File: src/rtl/core/radius_of_gyration_per_chain_unit_defines.svh
// Assertion macros for the radius of gyration unit.
`ifndef RADIUS_OF_GYRATION_PER_CHAIN_UNIT_DEFINES_SVH
`define RADIUS_OF_GYRATION_PER_CHAIN_UNIT_DEFINES_SVH
`ifndef SYNTH
`define RGPC_ASSERT_IMP(lbl, ante, cons) \
  lbl: assert property (@(posedge clk) disable iff (!rst_n) (ante) |-> (cons)) \
    else $error("rgpc assertion failed");
`define RGPC_ASSERT_NEXT(lbl, ante, cons) \
  lbl: assert property (@(posedge clk) disable iff (!rst_n) (ante) |=> (cons)) \
    else $error("rgpc assertion failed");
`else
`define RGPC_ASSERT_IMP(lbl, ante, cons)
`define RGPC_ASSERT_NEXT(lbl, ante, cons)
`endif
`endif

File: src/rtl/core/rgpc_pkg.sv
// Shared types and constants of the radius of gyration unit.
`default_nettype none
package rgpc_pkg;
  localparam int CHAIN_W = 6;
  localparam int POS_W   = 24;
  localparam int CNT_W   = 13;
  localparam int SUM_W   = 36;
  localparam int SQ_W    = 60;
  localparam int FRAME_W = 32;
  localparam int GYR_W   = 48;
  localparam int ACC_W   = 74;
  localparam int NUM_W   = 72;
  localparam int DEN_W   = 26;
  localparam int DIG_W   = 12;

  localparam logic [1:0] STAT_OK    = 2'd0;
  localparam logic [1:0] STAT_EMPTY = 2'd1;
  localparam logic [1:0] STAT_OVF   = 2'd2;

  localparam logic CFG_FIRST = 1'b0;
  localparam logic CFG_LAST  = 1'b1;

  typedef struct packed {
    logic [CNT_W-1:0]        n;
    logic [2:0][SUM_W-1:0]   s;
    logic [2:0][SQ_W-1:0]    q;
  } entry_t;

  typedef struct packed {
    logic [FRAME_W-1:0]      frame;
    logic [CHAIN_W-1:0]      chain;
    logic                    last;
    entry_t                  e;
  } job_t;
endpackage
`default_nettype wire

File: src/rtl/core/rgpc_back.sv
// Back end: shared digit multiplier, bit-serial divider and result register.
`default_nettype none
module rgpc_back #(
  parameter int MAX_ATOMS_PER_CHAIN = 4096
) (
  input  logic                         clk,
  input  logic                         rst_n,
  input  logic                         q_nonempty,
  input  rgpc_pkg::job_t               q_job,
  output logic                         pop,
  output logic                         out_valid,
  input  logic                         out_stall,
  output logic [rgpc_pkg::FRAME_W-1:0] out_frame_number,
  output logic [rgpc_pkg::CHAIN_W-1:0] out_result_chain,
  output logic [rgpc_pkg::GYR_W-1:0]   out_gyration_sq,
  output logic [1:0]                   out_status,
  output logic                         out_last_of_frame
);
  import rgpc_pkg::*;

  localparam logic [CNT_W-1:0] MAXN  = CNT_W'(MAX_ATOMS_PER_CHAIN);
  localparam int               STEPS = 5;
  localparam int               DIVW  = $clog2(NUM_W + 1);

  typedef enum logic [2:0] {B_IDLE, B_MUL, B_SUB, B_DIV, B_OUT} bstate_t;

  bstate_t             state_r;
  job_t                job_r;
  logic [1:0]          axis_r;
  logic [2:0]          sub_r;
  logic [ACC_W-1:0]    pos_r;
  logic [ACC_W-1:0]    neg_r;
  logic [NUM_W-1:0]    num_r;
  logic [DEN_W-1:0]    den_r;
  logic [DEN_W-1:0]    rem_r;
  logic [DIVW-1:0]     div_cnt_r;
  logic                out_valid_r;
  logic [FRAME_W-1:0]  frame_r;
  logic [CHAIN_W-1:0]  chain_r;
  logic [GYR_W-1:0]    gyr_r;
  logic [1:0]          stat_r;
  logic                last_r;

  logic [SUM_W-1:0]    s_ax;
  logic [SUM_W-1:0]    m_ax;
  logic [SQ_W-1:0]     opa;
  logic [DIG_W-1:0]    dig;
  logic [NUM_W-1:0]    prod;
  logic [ACC_W-1:0]    term;
  logic [2*CNT_W-1:0]  nn;
  logic [DEN_W:0]      trial;
  logic                qbit;

  assign pop = (state_r == B_IDLE) && q_nonempty;
  assign nn  = q_job.e.n * q_job.e.n;

  // digits 0-1 form n*Q, digits 2-4 form |S|*|S|
  always_comb begin
    s_ax = job_r.e.s[axis_r];
    m_ax = s_ax[SUM_W-1] ? (SUM_W'(0) - s_ax) : s_ax;
    opa  = '0;
    dig  = '0;
    term = '0;
    unique case (sub_r)
      3'd0: begin
        opa = job_r.e.q[axis_r];
        dig = job_r.e.n[DIG_W-1:0];
      end
      3'd1: begin
        opa = job_r.e.q[axis_r];
        dig = DIG_W'(job_r.e.n[CNT_W-1:DIG_W]);
      end
      3'd2: begin
        opa = SQ_W'(m_ax);
        dig = m_ax[DIG_W-1:0];
      end
      3'd3: begin
        opa = SQ_W'(m_ax);
        dig = m_ax[2*DIG_W-1:DIG_W];
      end
      3'd4: begin
        opa = SQ_W'(m_ax);
        dig = m_ax[3*DIG_W-1:2*DIG_W];
      end
      default: begin
        opa = '0;
        dig = '0;
      end
    endcase
    prod = opa * dig;
    unique case (sub_r)
      3'd1, 3'd3: term = ACC_W'({prod, {DIG_W{1'b0}}});
      3'd4:       term = ACC_W'({prod, {(2*DIG_W){1'b0}}});
      default:    term = ACC_W'(prod);
    endcase
  end

  assign trial = {rem_r, num_r[NUM_W-1]};
  assign qbit  = (trial >= {1'b0, den_r});

  assign out_valid         = out_valid_r;
  assign out_frame_number  = frame_r;
  assign out_result_chain  = chain_r;
  assign out_gyration_sq   = gyr_r;
  assign out_status        = stat_r;
  assign out_last_of_frame = last_r;

  always_ff @(posedge clk) begin
    if (!rst_n) begin
      state_r     <= B_IDLE;
      out_valid_r <= 1'b0;
      axis_r      <= '0;
      sub_r       <= '0;
      div_cnt_r   <= '0;
    end else begin
      unique case (state_r)
        B_IDLE: begin
          if (q_nonempty) begin
            job_r   <= q_job;
            frame_r <= q_job.frame;
            chain_r <= q_job.chain;
            last_r  <= q_job.last;
            den_r   <= DEN_W'(nn);
            pos_r   <= '0;
            neg_r   <= '0;
            axis_r  <= '0;
            sub_r   <= '0;
            if (q_job.e.n == '0) begin
              gyr_r       <= '0;
              stat_r      <= STAT_EMPTY;
              out_valid_r <= 1'b1;
              state_r     <= B_OUT;
            end else if (q_job.e.n > MAXN) begin
              gyr_r       <= '0;
              stat_r      <= STAT_OVF;
              out_valid_r <= 1'b1;
              state_r     <= B_OUT;
            end else begin
              state_r <= B_MUL;
            end
          end
        end
        B_MUL: begin
          if (sub_r < 3'd2) pos_r <= pos_r + term;
          else              neg_r <= neg_r + term;
          if (sub_r == 3'(STEPS - 1)) begin
            sub_r <= '0;
            if (axis_r == 2'd2) state_r <= B_SUB;
            else                axis_r  <= axis_r + 2'd1;
          end else begin
            sub_r <= sub_r + 3'd1;
          end
        end
        B_SUB: begin
          num_r     <= (pos_r >= neg_r) ? NUM_W'(pos_r - neg_r) : '0;
          rem_r     <= '0;
          div_cnt_r <= '0;
          state_r   <= B_DIV;
        end
        B_DIV: begin
          // restoring division, quotient bits shift into num_r
          rem_r     <= qbit ? DEN_W'(trial - {1'b0, den_r}) : DEN_W'(trial);
          num_r     <= {num_r[NUM_W-2:0], qbit};
          div_cnt_r <= div_cnt_r + DIVW'(1);
          if (div_cnt_r == DIVW'(NUM_W - 1)) begin
            state_r     <= B_OUT;
            out_valid_r <= 1'b1;
            if ({num_r[NUM_W-2:GYR_W-1]} != '0) begin
              gyr_r  <= '1;
              stat_r <= STAT_OVF;
            end else begin
              gyr_r  <= {num_r[GYR_W-2:0], qbit};
              stat_r <= STAT_OK;
            end
          end
        end
        B_OUT: begin
          if (!out_stall) begin
            out_valid_r <= 1'b0;
            state_r     <= B_IDLE;
          end
        end
        default: state_r <= B_IDLE;
      endcase
    end
  end
endmodule
`default_nettype wire

File: config.mk
export PLATFORM = sky130hd
export DESIGN_NAME = rgpc_back
export DESIGN_NICKNAME = d
export VERILOG_FILES = /design/src/rtl/core/radius_of_gyration_per_chain_unit_defines.svh /design/src/rtl/core/rgpc_pkg.sv /design/src/rtl/core/rgpc_back.sv
export SDC_FILE = /design/constraint.sdc
export NUM_CORES = 2
export LEC_CHECK = 0
export BUFFER_PORTS_ARGS = -buffer_cell sky130_fd_sc_hd__buf_4
export CORE_MARGIN = 3
export CORE_UTILIZATION = 30
export DETAILED_ROUTE_END_ITERATION = 6
export HOLD_SLACK_MARGIN = 0.15
export MAX_ROUTING_LAYER = met4
export PLACE_DENSITY = 0.48
export SLEW_MARGIN = 0
export SYNTH_ARGS = -nofsm -noshare
export SYNTH_HDL_FRONTEND = slang
export SYNTH_SLANG_ARGS = --single-unit
File: constraint.sdc
create_clock -name clk -period 46.6 [get_ports clk]
set_input_delay 6.99 -clock clk [delete_from_list [all_inputs] [get_ports clk]]
set_output_delay 6.99 -clock clk [all_outputs]
set_load 0.02 [all_outputs]
==> run_results.csv <==
group,metric,value,unit
setup_path,max_stage_delay,0.66,ns
grt,grt_max_degree,170,
grt,antenna_found_initial,8,
sta,finalClockSkew,0.114,ns
route,dr.pass1.iters,7,
die,ios,435,
route,wl,225000,um
cells_and_area,stdcell_count,10539,
sta,worst_pin_slew,1.37,ns
setup_path,r2r-start,"axis_r[0]$_SDFFE_PN0P_",
yosys,synthArstFlopShare,0,%
yosys,synth_warnings,0,
die,core_area,224000,um^2
place,gp_congestion,0.914,
route,drt_iter0_drc,3557,
setup_path,cpLargestDelayFamily,"simple AND/OR/NAND/NOR gates",
clocking,cts.sinks,676,
setup_path,worstRegToRegCells,47,
die,die_area,232000,um^2
die,die_h,482,um
sta,maxSlewViolCount,0,
hold_path,hold_class,"flop to flop",
yosys,syn_inst,7218,
sta,rsz0062_at_grt,"no",
outcome,status,"finished, violations left",
setup_path,crit_fanout,4,
flow_run,drv_cap,0,
clocking,insertion_delay,0.78,ns
sta,setup_viol,0,
setup_path,crit_buf_inv,2,
setup_path,cp-end-kind,"output port",
grt,grt_use_total,19.7,%
route,wl_per_cell,21.4,um
clocking,post_cts_resize_count,0,
cells_and_area,seqCellArea,20100,um^2
grt,first_global_vias,54388,
clocking,hold_buffers,0,
cells_and_area,most-common-layout-cells,"nand2_1 (947), inv_1 (926), fa_1 (680), edfxtp_1 (660), nor2_1 (566)",
setup_path,cpMostUsedCell,"buf_4",
setup_path,arrival,8.19,ns
cells_and_area,final_common_cell,"nand2_1",
cells_and_area,multi_input_area,42800,um^2
sta,fin_crit,15.18,ns
sta,finalCritPeriodShare,32.6,%
cells_and_area,nets,8961,
setup_path,worst-path-stages,4,
grt,grt_pass1_wl,341000,um
route,drc,1,
setup_path,r2r_slack,31.51,ns
yosys,synth_ff_type,"edfxtp_1",
yosys,syn-num-nets,8692,
yosys,syn_avg_cell_area,9.40,um^2
outcome,violations,"design-rule violations",
setup_path,crit_end,"pop",
sta,fin_setup_tns,0,ns
setup_path,required,39.61,ns
setup_path,r2r-end,"pos_r[73]$_SDFFCE_PN0P_",
clocking,path_clk_slew,0.06,ns
route,vias_per_cell,5.02,
place,port_buffers,434,
sta,maxSlewHeadroom,8.99,%
cells_and_area,synthToLayoutAreaGrowth,13.3,%
setup_path,critPathLaunchType,"input pin",
setup_path,slowest_stage,"nor3_1",
yosys,synth_edf_count,660,
place,dp_hpwl,179000,um
clocking,cts-root-buf,"clkbuf_16",
yosys,ys_ff_latch,676,
route,vias,52931,
cells_and_area,final_layout_size_suffix_gt1_share,9.51,%
clocking,post_cts_buffers,0,
yosys,ys_types,102,
cells_and_area,nFillCells,22800,
yosys,mappedNetlistArea,67900,um^2
clocking,cts_tree,"yes",
clocking,cts_made_buffers,87,
setup_path,critPathKind,"input pin to output port",
yosys,ys_seq_area_share,29.7,%
die,die_w,482,um
clocking,max-clock-path-buffers,3,
place,dp_cells,10373,
setup_path,crit_chain,"buf_4 > nand2b_1 > nor3_1 > buf_4",
sta,fmax,0.0659,GHz
sta,finalHoldViolations,0,
die,start_util,30.3,%
die,std_cell_rows,173,
route,drtAntennaViolNets,0,
grt,overflow,0,
setup_path,cp-startpoint,"q_nonempty",
clocking,htreeDepth,3,
==> flip-flops by register name (all words and copies together), names as in the netlist <==
name / cells
rem_r: 26
den_r: 24
out_gyration_sq: 48
out_valid: 1
out_status: 2
state_r: 3
neg_r: 74
out_result_chain: 6
pos_r: 74
out_frame_number: 32
job_r: 301
axis_r: 2
out_last_of_frame: 1
div_cnt_r: 7
sub_r: 3
num_r: 72
==> Yosys cell counts, types with 89 or more instances <==
cell type	instances	area, um^2
a21o_1	192	1440
a21oi_1	458	2290
and2_1	164	1030
clkbuf_1	246	923
edfxtp_1	660	19800
fa_1	680	13600
ha_1	450	5630
inv_1	926	3480
mux2i_1	116	1160
nand2_1	949	3560
nand4_1	89	557
nor2_1	569	2140
nor3_1	111	556
o21ai_0	322	1610
xnor2_1	188	1650
xor2_1	149	1310
==> worst reg2reg max path, delay by kind of cell, from the launching register on <==
kind	cells	cell delay [ns]
AO/OA/AOI/OAI	16	5.89
XOR/XNOR	4	1.08
adder cells (fa/ha/maj)	7	3.33
buffers and inverters	5	0.80
flip-flops	1	0.58
AND/OR/NAND/NOR	15	3.11
==> cell type report <==
type	count	share of cell area [%]
diodes	11	0.0358
clock buffers	107	2.94
clock inverters	48	0.604
inverters	927	4.53
multi-input cells	5276	55.7
flip-flops and latches	676	26.2
well taps	2975	4.84
repair buffers	519	5.09
==> logic make-up after synthesis <==
kind of cell	after synthesis	synth area share, %
buffers and inverters	1266	7.47
AND/OR/NAND/NOR	2212	14.6
AO/OA/AOI/OAI	1480	13.8
multiplexers	117	1.73
adder cells (fa/ha/maj)	1130	28.4
flip-flops	676	29.7
XOR/XNOR	337	4.35
==> how the worst min path moves through the flow <==
stage                                   start                         to  slack (ns)  cells past startpoint
global placement    div_cnt_r[1]$_SDFFE_PN0N_  div_cnt_r[1]$_SDFFE_PN0N_        0.46                      2
detailed placement  div_cnt_r[1]$_SDFFE_PN0N_  div_cnt_r[1]$_SDFFE_PN0N_        0.47                      2
CTS                 div_cnt_r[1]$_SDFFE_PN0N_  div_cnt_r[1]$_SDFFE_PN0N_        0.48                      2
floorplan           div_cnt_r[1]$_SDFFE_PN0N_  div_cnt_r[1]$_SDFFE_PN0N_        0.45                      2
finish              div_cnt_r[1]$_SDFFE_PN0N_  div_cnt_r[1]$_SDFFE_PN0N_        0.48                      2
global route        div_cnt_r[1]$_SDFFE_PN0N_  div_cnt_r[1]$_SDFFE_PN0N_        0.52                      2
==> through the flow <==
step	setup WS, ns	cell area, um^2	hold WS, ns	utilization (%)
CTS	31.30	76800	0.476	34.4
detailed placement	31.30	74100	0.468	33.1
global route	30.52	76800	0.517	34.4
floorplan	3.41	67900	0.449	-
finish	31.42	76800	0.475	34.4
global placement	31.33	74100	0.463	33.1
==> per-layer routing <==
metal	global-route usage, %	share of wire (%)
met5	-	0
met2	30.9	46
met1	26.2	46
met3	2.92	5.4
met4	6.13	3.3
Power is not shown: default switching activity piles up to over one toggle a cycle in this logic, so the estimate is an artifact.
