===== src/rtl/core/radius_of_gyration_per_chain_unit_defines.svh =====
// Assertion macros for the radius of gyration unit.
`ifndef RADIUS_OF_GYRATION_PER_CHAIN_UNIT_DEFINES_SVH
`define RADIUS_OF_GYRATION_PER_CHAIN_UNIT_DEFINES_SVH
`ifndef SYNTH
`define RGPC_ASSERT_IMP(lbl, ante, cons) \
  lbl: assert property (@(posedge clk) disable iff (!rst_n) (ante) |-> (cons)) \
    else $error("rgpc assertion failed");
`define RGPC_ASSERT_NEXT(lbl, ante, cons) \
  lbl: assert property (@(posedge clk) disable iff (!rst_n) (ante) |=> (cons)) \
    else $error("rgpc assertion failed");
`else
`define RGPC_ASSERT_IMP(lbl, ante, cons)
`define RGPC_ASSERT_NEXT(lbl, ante, cons)
`endif
`endif


===== src/rtl/core/rgpc_pkg.sv =====
// Shared types and constants of the radius of gyration unit.
`default_nettype none
package rgpc_pkg;
  localparam int CHAIN_W = 6;
  localparam int POS_W   = 24;
  localparam int CNT_W   = 13;
  localparam int SUM_W   = 36;
  localparam int SQ_W    = 60;
  localparam int FRAME_W = 32;
  localparam int GYR_W   = 48;
  localparam int ACC_W   = 74;
  localparam int NUM_W   = 72;
  localparam int DEN_W   = 26;
  localparam int DIG_W   = 12;

  localparam logic [1:0] STAT_OK    = 2'd0;
  localparam logic [1:0] STAT_EMPTY = 2'd1;
  localparam logic [1:0] STAT_OVF   = 2'd2;

  localparam logic CFG_FIRST = 1'b0;
  localparam logic CFG_LAST  = 1'b1;

  typedef struct packed {
    logic [CNT_W-1:0]        n;
    logic [2:0][SUM_W-1:0]   s;
    logic [2:0][SQ_W-1:0]    q;
  } entry_t;

  typedef struct packed {
    logic [FRAME_W-1:0]      frame;
    logic [CHAIN_W-1:0]      chain;
    logic                    last;
    entry_t                  e;
  } job_t;
endpackage
`default_nettype wire


===== src/rtl/core/rgpc_queue.sv =====
// Two-entry job queue between front and back.
`default_nettype none
module rgpc_queue (
  input  logic           clk,
  input  logic           rst_n,
  input  logic           push,
  input  rgpc_pkg::job_t push_job,
  output logic           full,
  input  logic           pop,
  output rgpc_pkg::job_t pop_job,
  output logic           nonempty
);
  import rgpc_pkg::*;

  job_t       ent_r [2];
  logic       wp_r;
  logic       rp_r;
  logic [1:0] cnt_r;

  assign full     = (cnt_r == 2'd2);
  assign nonempty = (cnt_r != 2'd0);
  assign pop_job  = ent_r[rp_r];

  always_ff @(posedge clk) begin
    if (push) begin
      ent_r[wp_r] <= push_job;
    end
  end

  always_ff @(posedge clk) begin
    if (!rst_n) begin
      wp_r  <= 1'b0;
      rp_r  <= 1'b0;
      cnt_r <= 2'd0;
    end else begin
      if (push) wp_r <= ~wp_r;
      if (pop)  rp_r <= ~rp_r;
      cnt_r <= cnt_r + 2'(push) - 2'(pop);
    end
  end
endmodule
`default_nettype wire


===== config.mk =====
export PLATFORM = sky130hd
export DESIGN_NAME = rgpc_queue
export DESIGN_NICKNAME = d
export VERILOG_FILES = /design/src/rtl/core/radius_of_gyration_per_chain_unit_defines.svh /design/src/rtl/core/rgpc_pkg.sv /design/src/rtl/core/rgpc_queue.sv
export SDC_FILE = /design/constraint.sdc
export NUM_CORES = 1
export LEC_CHECK = 0
export ABC_AREA = 1
export BUFFER_PORTS_ARGS = -buffer_cell sky130_fd_sc_hd__buf_2
export CORE_ASPECT_RATIO = 0.8
export CORE_UTILIZATION = 30
export CTS_BUF_LIST = sky130_fd_sc_hd__clkbuf_2
export DETAILED_ROUTE_END_ITERATION = 12
export HOLD_SLACK_MARGIN = 0.08
export MAX_ROUTING_LAYER = met4
export SETUP_SLACK_MARGIN = 0.3
export SLEW_MARGIN = 20
export SYNTH_ARGS = -nofsm -noshare
export SYNTH_HDL_FRONTEND = slang
export SYNTH_SLANG_ARGS = --single-unit

===== constraint.sdc =====
create_clock -name clk -period 15.5 [get_ports clk]
set_input_delay 0.775 -clock clk [delete_from_list [all_inputs] [get_ports clk]]
set_output_delay 0.775 -clock clk [all_outputs]
set_load 0.005 [all_outputs]

==> results of run 1 <==
## cells by family after synthesis
kind of cell               Yosys count  share of synthesized area
adders and majority gates            2                   0.000952
DFF                                685                      0.780
AOI/OAI and AO/OA                    1                   0.000190
and+or+nand+nor                     18                    0.00262
muxes                              340                      0.188
buffers and inverters               45                     0.0273
## cell usage after synthesis
| library cell | count |
|---|---|
| buf_6 | 1 |
| nand2_1 | 9 |
| ha_1 | 2 |
| edfxtp_1 | 680 |
| buf_2 | 4 |
| buf_12 | 33 |
| a21oi_1 | 1 |
| nand3_1 | 1 |
| dfxtp_1 | 5 |
| nor2_1 | 8 |
| mux2_4 | 300 |
| mux2_2 | 40 |
| inv_1 | 7 |
## per-stage QoR
step,hold slack [ps],util,worst slack [ps]
floorplan,463,-,5380
global placement,480,0.355,10940
detailed placement,502,0.355,10790
==> impl_results.md, run 1 <==
- Outcome: did not finish
- Failed at: clock tree synthesis
- Err: [ERROR RSZ-0060] Max buffer count reached.
- Synth warnings: 0
- Cell Area, Synth: 0.0263 mm^2
- Mapped Cells: 1091
- Post-CTS Repair Setup Buffers: 0
- Sequential fraction of the synthesis area: 0.780
- Initial Util: 0.305
- Clock root cell: clkbuf_2
- Avg Cell Area, Syn: 24.1 um^2
- Die height: 267 um
- Top cells by area, synth: edfxtp_1 (78%), mux2_4 (17%), buf_12 (2.5%)
- Synth top area share: 0.777
- I/O pin count: 686
- Synth Register Bits: 685
- CTS buffer count: around 170
- FP Rows: 96
- Hold-fix buffers at CTS: 634
- Cts repair resizes: 0
- Placed cell area: 0.0306 mm^2
- Placed Cells: 2879
- H-tree Lvls: 4
- Syn nets: 1437
- Clock Path Buffers: 3
- Largest area contributor in the netlist: edfxtp_1
- PortBufs: 685
- Clk sinks: 685
- Yosys cell types: 13
- Die span in x: 333 um
- Detail Placement HPWL: around 40000 um
- RePlAce Congestion: 0.816
==> run 2, diff against run 1 <==
- CORE_ASPECT_RATIO: 0.8 -> not set
- CORE_UTILIZATION: 30 -> 20
- CTS_BUF_LIST: sky130_fd_sc_hd__clkbuf_2 -> not set
- HOLD_SLACK_MARGIN: 0.08 -> not set
- MAX_ROUTING_LAYER: met4 -> not set
- PLACE_DENSITY_LB_ADDON: not set -> 0.15
- SETUP_SLACK_MARGIN: 0.3 -> not set
- clock period: 15.5 -> 20.2 ns (I/O delays scaled with it)
==> run 2 against run 1 <==
Synthesized cell count unchanged. The flow now finishes without violations. Area after synthesis is the same.
==> impl_results.md, run 2 <==
- Outcome: finished clean
- Post-Layout Cell Count: 3648
- Sw Pwr: 746 uW
- PortBufs: 685 (unchanged)
- Initial Util: 0.202 (-0.103)
- Avg Cell Area, Syn: 24.1 um^2 (unchanged)
- Detail Placement HPWL: 48500 um (+21%)
- Crit path max fanout: 52
- FP Rows: 132 (+38%)
- Final Util: 0.261
- Largest net degree at the start of global routing: 134
- First-pass GRT wire length: 96700 um
- Clock Latency Late Sink: 660 ps
- Final setup vio count: 0
- DR vias/cell: 3.56
- Routed vias: 13000
- Leak Pwr: 13.0 nW
- First DRT Iteration DRCs: between 500 and 600
- CTS tree: built
- Max-slew violation count: 0
- Max frequency: 175 MHz
- Crit path time final: 5710 ps
- Main combinational cell family by area after synthesis: multiplexers
- Adder-cell share of the synthesized area: 0.000952 (unchanged)
- Footprint of the multi-input gates: 0.00506 mm^2
- GRT Residual Overflow: 0
- Comb power frac: 0.092
- Post-synthesis async set-or-reset flop share: 0 (unchanged)
- Number of global-route vias before repair: between 10000 and 15000
- DRT Pass-1 Iters: 6
- RSZ-0062 raised after global routing: no
- Slew @ Worst Pin: between 1000 and 1500 ps
- Largest registers: ent_r x680, cnt_r x2
- Die span in x: 365 um (+9.5%)
- Largest Register: ent_r
- Initial antenna violation count: 27
- Post-CTS Repair Setup Buffers: 0 (unchanged)
- Final Cycle Share: 0.283
- Largest area contributor in the netlist: edfxtp_1
- Synth Area in Compound Gates: 0.000190 (unchanged)
- Most common cell after layout, fill and taps aside: buf_2
- RePlAce Congestion: 0.745 (-8.6%)
- Count leader, synth: edfxtp_1
- Antenna violation net count after detailed routing: 0
- Worst Hold Class: register to register
- Startpoint Class: register
- # DRC: 0
- Worst setup path category: register to output pin
- Synth Register Bits: 685 (unchanged)
- Internal power: 2.66 mW
- Most common flop cell mapped by yosys: edfxtp_1
- TNS Setup: 0 ps
- Die ar.: roughly 0.13 mm^2
- Clock Path Buffers: 3 (unchanged)
- Switch share: 0.219
- Max-slew headroom: 0.251
- Number of flip-flops in the largest register: 680
- Power Dens Cells: 100 mW/mm^2
- Most frequent cells in the layout: buf_2 (685), edfxtp_1 (680), mux2_4 (300), clkbuf_16 (87), mux2_2 (40)
- Max-capacitance violation count: 0
- Placed Cells: 3494 (+21%)
- FILL cells: 13300
- Sequential fraction of the synthesis area: 0.780 (unchanged)
- Clock root cell: clkbuf_16
- Clk sinks: 685 (unchanged)
- Seq pwr share: 0.491
- Mapped Cells: 1091 (unchanged)
- Cts repair resizes: 0 (unchanged)
- Worst EP required: 19190 ps
- Xor-xnor portion of the synthesized cell area: 0 (unchanged)
- Area delta synth->final: 29.2%
- H-tree Lvls: 3 (-1)
- Share of cells above drive strength 1: 0.610
- Yosys cell types: 13 (unchanged)
- Register Area: slightly above 0.02 mm^2
- Hold-fix buffers at CTS: 0 (-100%)
- Syn nets: 1437 (unchanged)
- Cell Area, Synth: 0.0263 mm^2 (unchanged)
- WL/cell: about 19 um
- Final Hold Viols: 0
- List of most frequent post-synthesis cells: edfxtp_1 (680), mux2_4 (300), mux2_2 (40), buf_12 (33), nand2_1 (9)
- Synth top area share: 0.777 (unchanged)
- Top cells by area, synth: edfxtp_1 (78%), mux2_4 (17%), buf_12 (2.5%)
- Multiplexer share of the synthesized area: 0.188 (unchanged)
- Layout Skew: about 24 ps
- Routed WL: 69800 um
- I/O pin count: 686 (unchanged)
- Clk network pwr share: 0.417
- EDFF count, synth: 680 (unchanged)
- All-Layer GR Usage: 0.102
- Arr. time, crit path: 4700 ps
- Synth Area in Simple Gates: 0.00262 (unchanged)
- Nets: 2183
- Critical Path Sink Type: output pin
- CTS buffer count: 83 (-51%)
- Synth warnings: 0 (unchanged)
- Max VDD drop: between 0.00006 and 0.00007 V
- Worst-path clk slew: 50 ps
- Core area: 0.130 mm^2
- Die height: 365 um (+37%)
[run 2: worst paths after layout]
kind / slack (ps) / cells after the start / startpoint / to
max: 14490 / 5 / register / pop_job[192]
min: 500 / 2 / rp_r / rp_r
max reg2reg: 16470 / 4 / wp_r / ent_r[0][142]
min reg2reg: 500 / 2 / rp_r / rp_r
[run 2: final cells by class]
type,count,area share
antenna,8,0.000589
multi-input combinational,361,0.149
clock inverter,39,0.00873
tap,1742,0.0642
timing repair buffer,699,0.105
sequential,685,0.604
inverter,7,0.000995
clock buffer,107,0.0675
[run 2: cells by family (layout without fill, tap and decap cells)]
family	count (synthesis)	after routing
other	0	8
adder cells (fa/ha/maj)	2	2
AO/OA/AOI/OAI	1	1
multiplexers	340	340
flip-flops	685	685
buffers and inverters	45	852
AND/OR/NAND/NOR	18	18
[run 2: critical path, cell delays in order, from the launching register on]
cell and delay [ps]:
dfxtp_4 920, buf_4 810, buf_4 910, buf_4 710
mux2_4 350, buf_2 140
[run 2: power groups by stage]
stage | Clock (mW) | Sequential [mW] | Combinational, mW
finish | 1.42 | 1.67 | 0.312
global route | 1.53 | 1.68 | 0.340
CTS | 1.48 | 1.67 | 0.324
detailed placement | 0 | 1.70 | 0.322
global placement | 0 | 1.70 | 0.321
floorplan | 0 | 1.72 | 0.185
[run 2: through the flow]
stage                     instance area [um^2]  total power [mW]  hold slack [ps]  worst slack (ps)
final                                    34000              3.40              501             14490
after global routing                     34000              3.55              460             14130
after CTS                                33900              3.48              441             14280
after detailed placement                 31400              2.02              494             15030
after global placement                   31400              2.02              481             15120
after floorplan                          26300              1.91              463              3890
[run 2: layer usage]
layer / global-route usage / vias up / wire, um
met3: 0.0471 / 142 / 6190
met5: 0 / - / 222
li1: - / 5863 / -
met4: 0.0440 / 34 / 2280
met1: 0.102 / 6522 / 24900
met2: 0.179 / 427 / 36200
(Power assumes the default switching activity.)
==> run 3, diff against run 2 <==
- clock period: 20.2 -> 5.77 ns (I/O delays scaled with it)
==> run 3 against run 2 <==
Critical path depth is 1 lower. Core utilization is 2.7 points higher. Total power grew to 3.5 times the previous value. Combinational power grew to 4.2 times the previous value. Setup slack worse by 12000 ps. Critical endpoint is now pop_job[154]. Clock power grew to 3.4 times the previous value. Non-clock buffer count is 349 higher. Routed wire length is 1.2% lower. Clock skew is 7.7 ps lower. Sequential share of layout area is 5.6 points lower.
==> impl_results.md, run 3 (synthesis gave the netlist of run 2 again) <==
- Outcome: finished clean
- Worst path slowest cell: dfxtp_4
- Max incr delay on CP: 770 ps (-150 ps)
- Die height: 365 um (unchanged)
- Antenna violation net count after detailed routing: 0 (unchanged)
- Number of global-route vias before repair: 15300 (+9.6%)
- Switch share: 0.218 (-0.000923)
- GRT Residual Overflow: 0 (unchanged)
- Cts repair resizes: 0 (unchanged)
- Share of cells above drive strength 1: 0.515 (-0.0942)
- DRT Pass-1 Iters: 4 (-2)
- Number of cells on the worst hold path: 2 (unchanged)
- Power Dens Cells: 320 mW/mm^2 (+220%)
- All-Layer GR Usage: 0.0997 (-0.00182)
- First DRT Iteration DRCs: 514 (-8.1%)
- Max frequency: 313 MHz
- Levels on crit path: 4 (-1)
- Worst R2R Path Depth: 4 (unchanged)
- PortBufs: 685 (unchanged)
- Post-Layout Cell Count: 3993 (+9.5%)
- Clock root cell: clkbuf_16
- Crit path max fanout: 66 (+27%)
- Clk network pwr share: 0.404 (-0.013)
- RePlAce Congestion: 0.764 (+2.5%)
- Seq pwr share: 0.488 (-0.003)
- Comb power frac: 0.108 (+0.016)
- First-pass GRT wire length: 97700 um (+0.97%)
- Clk sinks: 685 (unchanged)
- Detail Placement HPWL: 48000 um (-0.95%)
- Most frequent cells in the layout: buf_2 (685), edfxtp_1 (680), dlygate4sd3_1 (344), mux2_4 (300), clkbuf_16 (87)
- Die ar.: 0.133 mm^2 (unchanged)
- Routed WL: 69000 um (-1.2%)
- I/O pin count: 686 (unchanged)
- Largest net degree at the start of global routing: 135 (+0.75%)
- DR vias/cell: 3.55 (-0.40%)
- WL/cell: 17.3 um (-9.7%)
- Die span in x: 365 um (unchanged)
- Internal power: 9.37 mW (+250%)
- Placed Cells: 3499 (+0.14%)
- Area delta synth->final: 42.5%
- Worst-path clk slew: 60 ps (about the same)
- Nets: 2533 (+16%)
- Final setup vio count: 0 (unchanged)
- Max-slew headroom: 0.260 (+0.00903)
- Final Cycle Share: 0.554
- Clock Latency Late Sink: 650 ps (about the same)
- Routed vias: 14200 (+9.0%)
- Hold Slack: 354 ps (-147 ps)
- Critical-path cell list: buf_12 > buf_12 > mux2_4 > buf_2
- Largest Register: ent_r
- CP top delay family: buffers and inverters
- RSZ-0062 raised after global routing: no
- Final Hold Viols: 0 (unchanged)
- CTS buffer count: 84 (+1.2%)
- Worst setup path category: register to output pin
- CTS tree: built
- Layout Skew: 16.3 ps (-7.71 ps)
- FP Rows: 132 (unchanged)
- Most common cell after layout, fill and taps aside: buf_2
- Worst Hold Class: input pin to register
- FILL cells: 13100 (-1.4%)
- Buf/Inv on CP: 3 (-1)
- Clock Path Buffers: 3 (unchanged)
- Arr. time, crit path: 2910 ps (-1790 ps)
- Startpoint Class: register
- H-tree Lvls: 3 (unchanged)
- CP dominant cell by count: buf_12
- Sw Pwr: 2.62 mW (+250%)
- Final Util: 0.288 (+0.0269)
- Largest registers: ent_r x680, cnt_r x2
- Number of flip-flops in the largest register: 680 (unchanged)
- TNS Setup: 0 ps (unchanged)
- Slew @ Worst Pin: 1110 ps (-13.5 ps)
- Initial Util: 0.202 (unchanged)
- Max-slew violation count: 0 (unchanged)
- # DRC: 0 (unchanged)
- Initial antenna violation count: 1 (-96%)
- Crit path time final: 3190 ps
- Critical Path Sink Type: output pin
- Max VDD drop: 0.000225 V (+260%)
- Worst EP required: 5480 ps (-13710 ps)
- Core area: 0.130 mm^2 (unchanged)
- Leak Pwr: 14.4 nW (+11%)
- Max-capacitance violation count: 0 (unchanged)
## run 3: changes by cell type in the layout (fill, tap and decap cells not counted), sizes merged
cell	before	now
dlygate4sd3	0	344
diode	8	2
buf	699	704
clkbuf	107	110
clkinv	31	34
inv	9	7
bufinv	4	3
clkinvlp	2	1
## run 3: what timing repair did
action                    in CTS  in global routing
buffers inserted               0                  0
hold buffers                 344                  0
hold endpoints to repair     685                  0
## run 3: worst paths after layout
check / end / start / slack, ps
setup / recovery: pop_job[154] / register / 2580
hold / removal: ent_r[1][33] / push_job[33] / 350
setup reg to reg: ent_r[1][170] / wp_r / 3220
hold reg to reg: register / rp_r / 510
## run 3: power groups by stage
stage | Combinational [mW] | Clock, mW | Sequential [mW]
detailed placement | 1.13 | 0 | 5.96
CTS | 1.34 | 5.05 | 5.85
global route | 1.40 | 5.23 | 5.87
finish | 1.30 | 4.84 | 5.85
global placement | 1.11 | 0 | 5.96
floorplan | 0.648 | 0 | 5.97
## run 3: through the flow
stage | setup slack, ps | cell area (um^2) | power [mW]
floorplan | -126 | 26300 | 6.61
global placement | 3170 | 31500 | 7.07
detailed placement | 3120 | 31500 | 7.09
CTS | 2450 | 37500 | 12.2
global route | 2390 | 37500 | 12.5
finish | 2580 | 37500 | 12.0
## run 3: worst reg2reg max path: cells and delay by family (launching register included)
family	cells	cell delay, ps
buffers and inverters	3	1530
DFF	1	360
and+or+nand+nor	1	80
## run 3: metal layers
layer	wire length [um]	share of wire	GRT usage	vias up
met5	0	0	0	-
met4	2040	0.030	0.0381	0
met3	4810	0.070	0.0346	113
met2	36500	0.53	0.182	435
met1	25600	0.37	0.104	7059
li1	-	-	-	6552
## run 3: cell type report
cell class              instances  area, um^2  area share
flip-flops and latches        685       20500       0.548
repair buffers               1048        7150       0.191
multi-input cells             361        5060       0.135
clock buffers                 110        2260      0.0604
well taps                    1742        2180      0.0582
clock inverters                38         250     0.00668
inverters                       7        30.0    0.000801
diodes                          2        5.00    0.000134
